$ cat src/rtl/pae_pkg.sv
package pae_pkg;

    localparam int SQRT_STAGES = 33;
    localparam int DIV_STAGES  = 17;
    localparam int RAT_STAGES  = 24;

    localparam logic [15:0] RST_TARGET_X = 16'd0;
    localparam logic [15:0] RST_TARGET_Y = 16'd0;
    localparam logic [15:0] RST_FRAME_T  = 16'd1092;
    localparam logic [15:0] RST_DAMP_DIV = 16'd2560;
    localparam logic [15:0] RST_SPEED    = 16'd1024;

    typedef enum logic [2:0] {
        CFG_TARGET_X = 3'd0,
        CFG_TARGET_Y = 3'd1,
        CFG_FRAME_T  = 3'd2,
        CFG_DAMP_DIV = 3'd3,
        CFG_SPEED    = 3'd4
    } t_cfg_idx;

    typedef struct packed {
        logic signed [31:0] px;
        logic signed [31:0] py;
        logic signed [31:0] vx;
        logic signed [31:0] vy;
        logic [31:0]        ax;
        logic [31:0]        ay;
        logic               sx;
        logic               sy;
    } t_item;

    function automatic logic signed [31:0] sat32(input logic signed [42:0] x);
        logic signed [31:0] res;
        if (x > 43'sd2147483647) begin
            res = 32'sh7FFFFFFF;
        end else if (x < -43'sd2147483648) begin
            res = 32'sh80000000;
        end else begin
            res = x[31:0];
        end
        return res;
    endfunction

endpackage

$ cat src/rtl/pae_ratio.sv
module pae_ratio (
    input  logic               i_clk,
    input  logic [15:0]        i_frame_t,
    input  logic [15:0]        i_damp_div,
    output logic signed [25:0] o_factor
);

    localparam int NS = pae_pkg::RAT_STAGES;

    logic [23:0] r_rem [NS];
    logic [23:0] r_q   [NS];
    logic [15:0] r_dv  [NS];
    logic signed [25:0] r_factor;

    logic [23:0] n_rem [NS];
    logic [23:0] n_q   [NS];

    logic [23:0] pr, pq;
    logic [15:0] pv;
    logic [39:0] dsh;

    always_comb begin
        for (int k = 0; k < NS; k++) begin
            if (k == 0) begin
                pr = {i_frame_t, 8'h0};
                pq = '0;
                pv = (i_damp_div == '0) ? 16'd1 : i_damp_div;
            end else begin
                pr = r_rem[k-1];
                pq = r_q[k-1];
                pv = r_dv[k-1];
            end
            dsh = 40'(pv) << (NS - 1 - k);
            n_rem[k] = pr;
            n_q[k]   = pq;
            if ({16'h0, pr} >= dsh) begin
                n_rem[k] = pr - dsh[23:0];
                n_q[k][NS-1-k] = 1'b1;
            end
        end
    end

    always_ff @(posedge i_clk) begin
        for (int k = 0; k < NS; k++) begin
            r_rem[k] <= n_rem[k];
            r_q[k]   <= n_q[k];
            r_dv[k]  <= (k == 0) ? ((i_damp_div == '0) ? 16'd1 : i_damp_div) : r_dv[k-1];
        end
        r_factor <= 26'sd65536 - $signed({2'b00, r_q[NS-1]});
    end

    assign o_factor = r_factor;

endmodule
$ cat config.mk
export PLATFORM = sky130hd
export DESIGN_NAME = pae_ratio
export DESIGN_NICKNAME = d
export VERILOG_FILES = /design/src/rtl/pae_pkg.sv /design/src/rtl/pae_ratio.sv
export SDC_FILE = /design/constraint.sdc
export NUM_CORES = 1
export LEC_CHECK = 0
export ABC_AREA = 0
export BUFFER_PORTS_ARGS = -buffer_cell sky130_fd_sc_hd__buf_2
export CORE_ASPECT_RATIO = 0.75
export CORE_MARGIN = 2
export CORE_UTILIZATION = 62
export DETAILED_ROUTE_END_ITERATION = 12
export PLACE_DENSITY_LB_ADDON = 0.25
export SKIP_LAST_GASP = 1
export SYNTH_ARGS = -nofsm -noshare
export SYNTH_HDL_FRONTEND = slang
export SYNTH_SLANG_ARGS = --single-unit
$ cat constraint.sdc
create_clock -name i_clk -period 3.55 [get_ports i_clk]
set_clock_uncertainty 0.15 [all_clocks]
set_input_delay 0.355 -clock i_clk [delete_from_list [all_inputs] [get_ports i_clk]]
set_output_delay 0.355 -clock i_clk [all_outputs]
set_load 0.02 [all_outputs]
==> flow_summary.json <==
{
  "yosysTopAreaCell": "dfxtp_1",
  "r2r_end": "r_rem[1][40]",
  "clkTransAtPathRegs_ps": 70,
  "ys_seq_elements": 1089,
  "vias": 24400,
  "dieArea_mm2": 0.0634,
  "fin_nets": 3933,
  "ys_top_cells_by_count": "dfxtp_1 (1089), inv_1 (343), ha_1 (264)",
  "multiInputGateArea_mm2": 0.0147,
  "drtIter0Drc": 1858,
  "crit_path_end_kind": "flip-flop",
  "wl_mm": 81.2,
  "setup_viol_count_final": 0,
  "final_cells": 4493,
  "dieHeight_um": 219,
  "first_pass_iters": 6,
  "rsz0062_at_grt": "no",
  "hold_path_end": "r_q[2][59]",
  "io_buffers": 58,
  "netlist.area_leader.share_pct": 57.3,
  "numCtsBuffers": 94,
  "std_cell_rows": 78,
  "path_cells": "inv_1, ha_1, fa_1, nor2b_1, o21ai_0, a21boi_0, o21ai_0, a21oi_1, a2111o_1, o2111ai_1, buf_4, mux2_2",
  "synth_enable_flop_cells": 0,
  "viasPerCell": 5.43,
  "io_pins": 59,
  "synthArstFlopShare_pct": 0,
  "dp_hpwl_mm": 59.8,
  "worstHoldStart": "r_q[2][35]",
  "clk_latency_ps": 650,
  "worst-path-buf-inv": 2,
  "ys_seq_area_share_pct": 57.3,
  "reg2regPathDepth": 12,
  "cts_tree": "yes",
  "grt_pass1_vias": 24600,
  "crit_family": "compound AO/OA/AOI/OAI gates",
  "overflow": 0,
  "root_buffer": "clkbuf_16",
  "reg2reg_slack_ps": 280,
  "slew_headroom_pct": 26.5,
  "die_w_um": 290,
  "hold_slack_ps": 155,
  "crit_arrival_ps": 3660,
  "final_hold_viol_count": 0,
  "grt_max_degree": 32,
  "cts.htree.levels": 3,
  "start_kind": "flip-flop",
  "irDropWorstVdd_mv": 0.646,
  "fin_crit_sh_pct": 92.1,
  "synth_cells": 3467,
  "grt_usage_pct": 25.6,
  "dp_slack_ps": 109,
  "clockBufferDepth": 3,
  "period_minus_slack_ps": 3270,
  "min_delay_path_depth": 0,
  "crit_path_top_delay_cell": "a21boi_0",
  "syn_nets": 3786,
  "status": "completed",
  "remaining_drc_errors": 0,
  "wl_per_cell_um": 18.1,
  "cp_max_fo": 11,
  "synth_ff_type": "dfxtp_1",
  "drive_gt1_share_pct": 10.4,
  "path_common_cell": "o21ai_0",
  "regArea_mm2": 0.0218,
  "slowest_delay_ps": 440,
  "leakage_nw": 19.4,
  "synthToLayoutAreaGrowth_pct": 12.9,
  "max_freq_mhz": 306,
  "drv_cap": 0,
  "grt_pass1_wl_mm": 129,
  "ant_nets": 0,
  "crit-reg2reg-launch": "r_rem[1][14]",
  "synth_area_mm2": 0.0381,
  "crit_path_start": "r_rem[1][14]",
  "fillers": 4262,
  "worstPathRequired_ps": 3940,
  "cts_sinks": 1089,
  "yosysMostFrequentCell": "dfxtp_1",
  "start_util_pct": 62.8,
  "dp_cells": 4286,
  "worstSetupPathType": "reg2reg",
  "setup_tns_ps": 0,
  "hold_path_class": "reg2reg",
  "yosys_warnings": 0,
  "yosysUniqueCellTypes": 73,
  "core_area_mm2": 0.0606,
  "postLayoutSetupSlackWorst_ps": 279,
  "powerDensity_mw_per_mm2": 820,
  "final_max_slew_viol_count": 0,
  "tightestPinTransition_ps": 1100,
  "antenna_found_initial": 1,
  "placed_area_mm2": 0.0393,
  "synth_area_per_cell_um2": 11.0,
  "cts_setup_buffers": 0,
  "design_area_mm2": 0.0430,
  "synth_area_leaders": "dfxtp_1 (57%), ha_1 (8.7%), inv_1 (3.4%), mux2_2 (3.2%), xnor2_1 (2.8%)",
  "gp_congestion": 0.916
}
layout make-up:
class / instances / area share [%]
tap: 800 / 2.33
clock inverter: 52 / 1.70
multi-input combinational: 1975 / 34.3
timing repair buffer: 111 / 1.85
sequential: 1089 / 50.7
inverter: 343 / 3.00
clock buffer: 122 / 6.07
antenna: 1 / 0.00582
report_power, final:
group / switching (W) / internal [W] / total, W
registers: 0.00120 / 0.0139 / 0.0151
logic: 0.00506 / 0.00427 / 0.00932
clock network: 0.00457 / 0.00621 / 0.0108
worst reg2reg max path, stage by stage (launching register included):
cell and delay, ps:
dfxtp_1 320, inv_1 60, ha_1 220, fa_1 400, nor2b_1 140, o21ai_0 110
a21boi_0 440, o21ai_0 190, a21oi_1 260, a2111o_1 200, o2111ai_1 120, buf_4 230
mux2_2 310
layer usage:
layer,up-vias,share of wire (%),GRT usage (%)
li1,12100,-,-
met1,11600,49,36.7
met2,610,43,39.5
met3,138,6.3,5.00
met4,0,2.2,7.24
met5,-,0,0
metrics by stage:
step           util, %  total power, W
3_3_place_gp      64.8          0.0242
2_1_floorplan        -          0.0220
6_report          70.9          0.0352
3_5_place_dp      64.8          0.0244
4_1_cts           70.9          0.0353
5_1_grt           70.9          0.0371
placed cells by master (no fill, tap or decap), types with 32 or more instances in the layout:
cell type / synthesis / layout
dfxtp_1: 1089 / 1089
inv_1: 343 / 343
ha_1: 264 / 264
a21oi_1: 187 / 187
nor2_1: 173 / 173
nand2_1: 159 / 159
o21ai_0: 158 / 158
xnor2_1: 121 / 121
mux2_2: 109 / 109
xor2_1: 100 / 100
clkbuf_16: 0 / 95
a21o_1: 76 / 75
buf_2: 9 / 58
nor3_1: 57 / 57
nand2b_1: 51 / 51
nor2b_1: 47 / 47
nor4_1: 45 / 45
nand4_1: 41 / 41
nand3_1: 40 / 40
dlygate4sd3_1: 0 / 32
registers in the layout (all words and copies together) (netlist names):
register and count:
o_factor 25, r_rem 396, r_q 300, r_dv 368
kinds of logic after synthesis:
logic type      synth area share [%]
xor+xnor                        5.09
mux                             4.12
buf+inv                         4.07
flops                           57.3
compound gates                  9.86
fa+ha+maj                       9.83
simple gates                    9.76
worst max-delay path by stage:
| stage | to | slack [ps] | cells after the start |
|---|---|---|---|
| 5_1_grt | r_rem[2][94] | 80 | 10 |
| 4_1_cts | r_rem[2][163] | 70 | 11 |
| 2_1_floorplan | r_rem[1][183] | 540 | 14 |
| 3_5_place_dp | r_rem[2][163] | 110 | 11 |
| 6_report | r_rem[1][40] | 280 | 12 |
| 3_3_place_gp | r_rem[2][167] | 230 | 11 |
repair_timing:
item                                   CTS  global route
resized for setup                        0             4
endpoints found under the hold margin   33             0
hold buffers                            32             0
setup endpoints to repair                0            10
(Power assumes the default switching activity.)
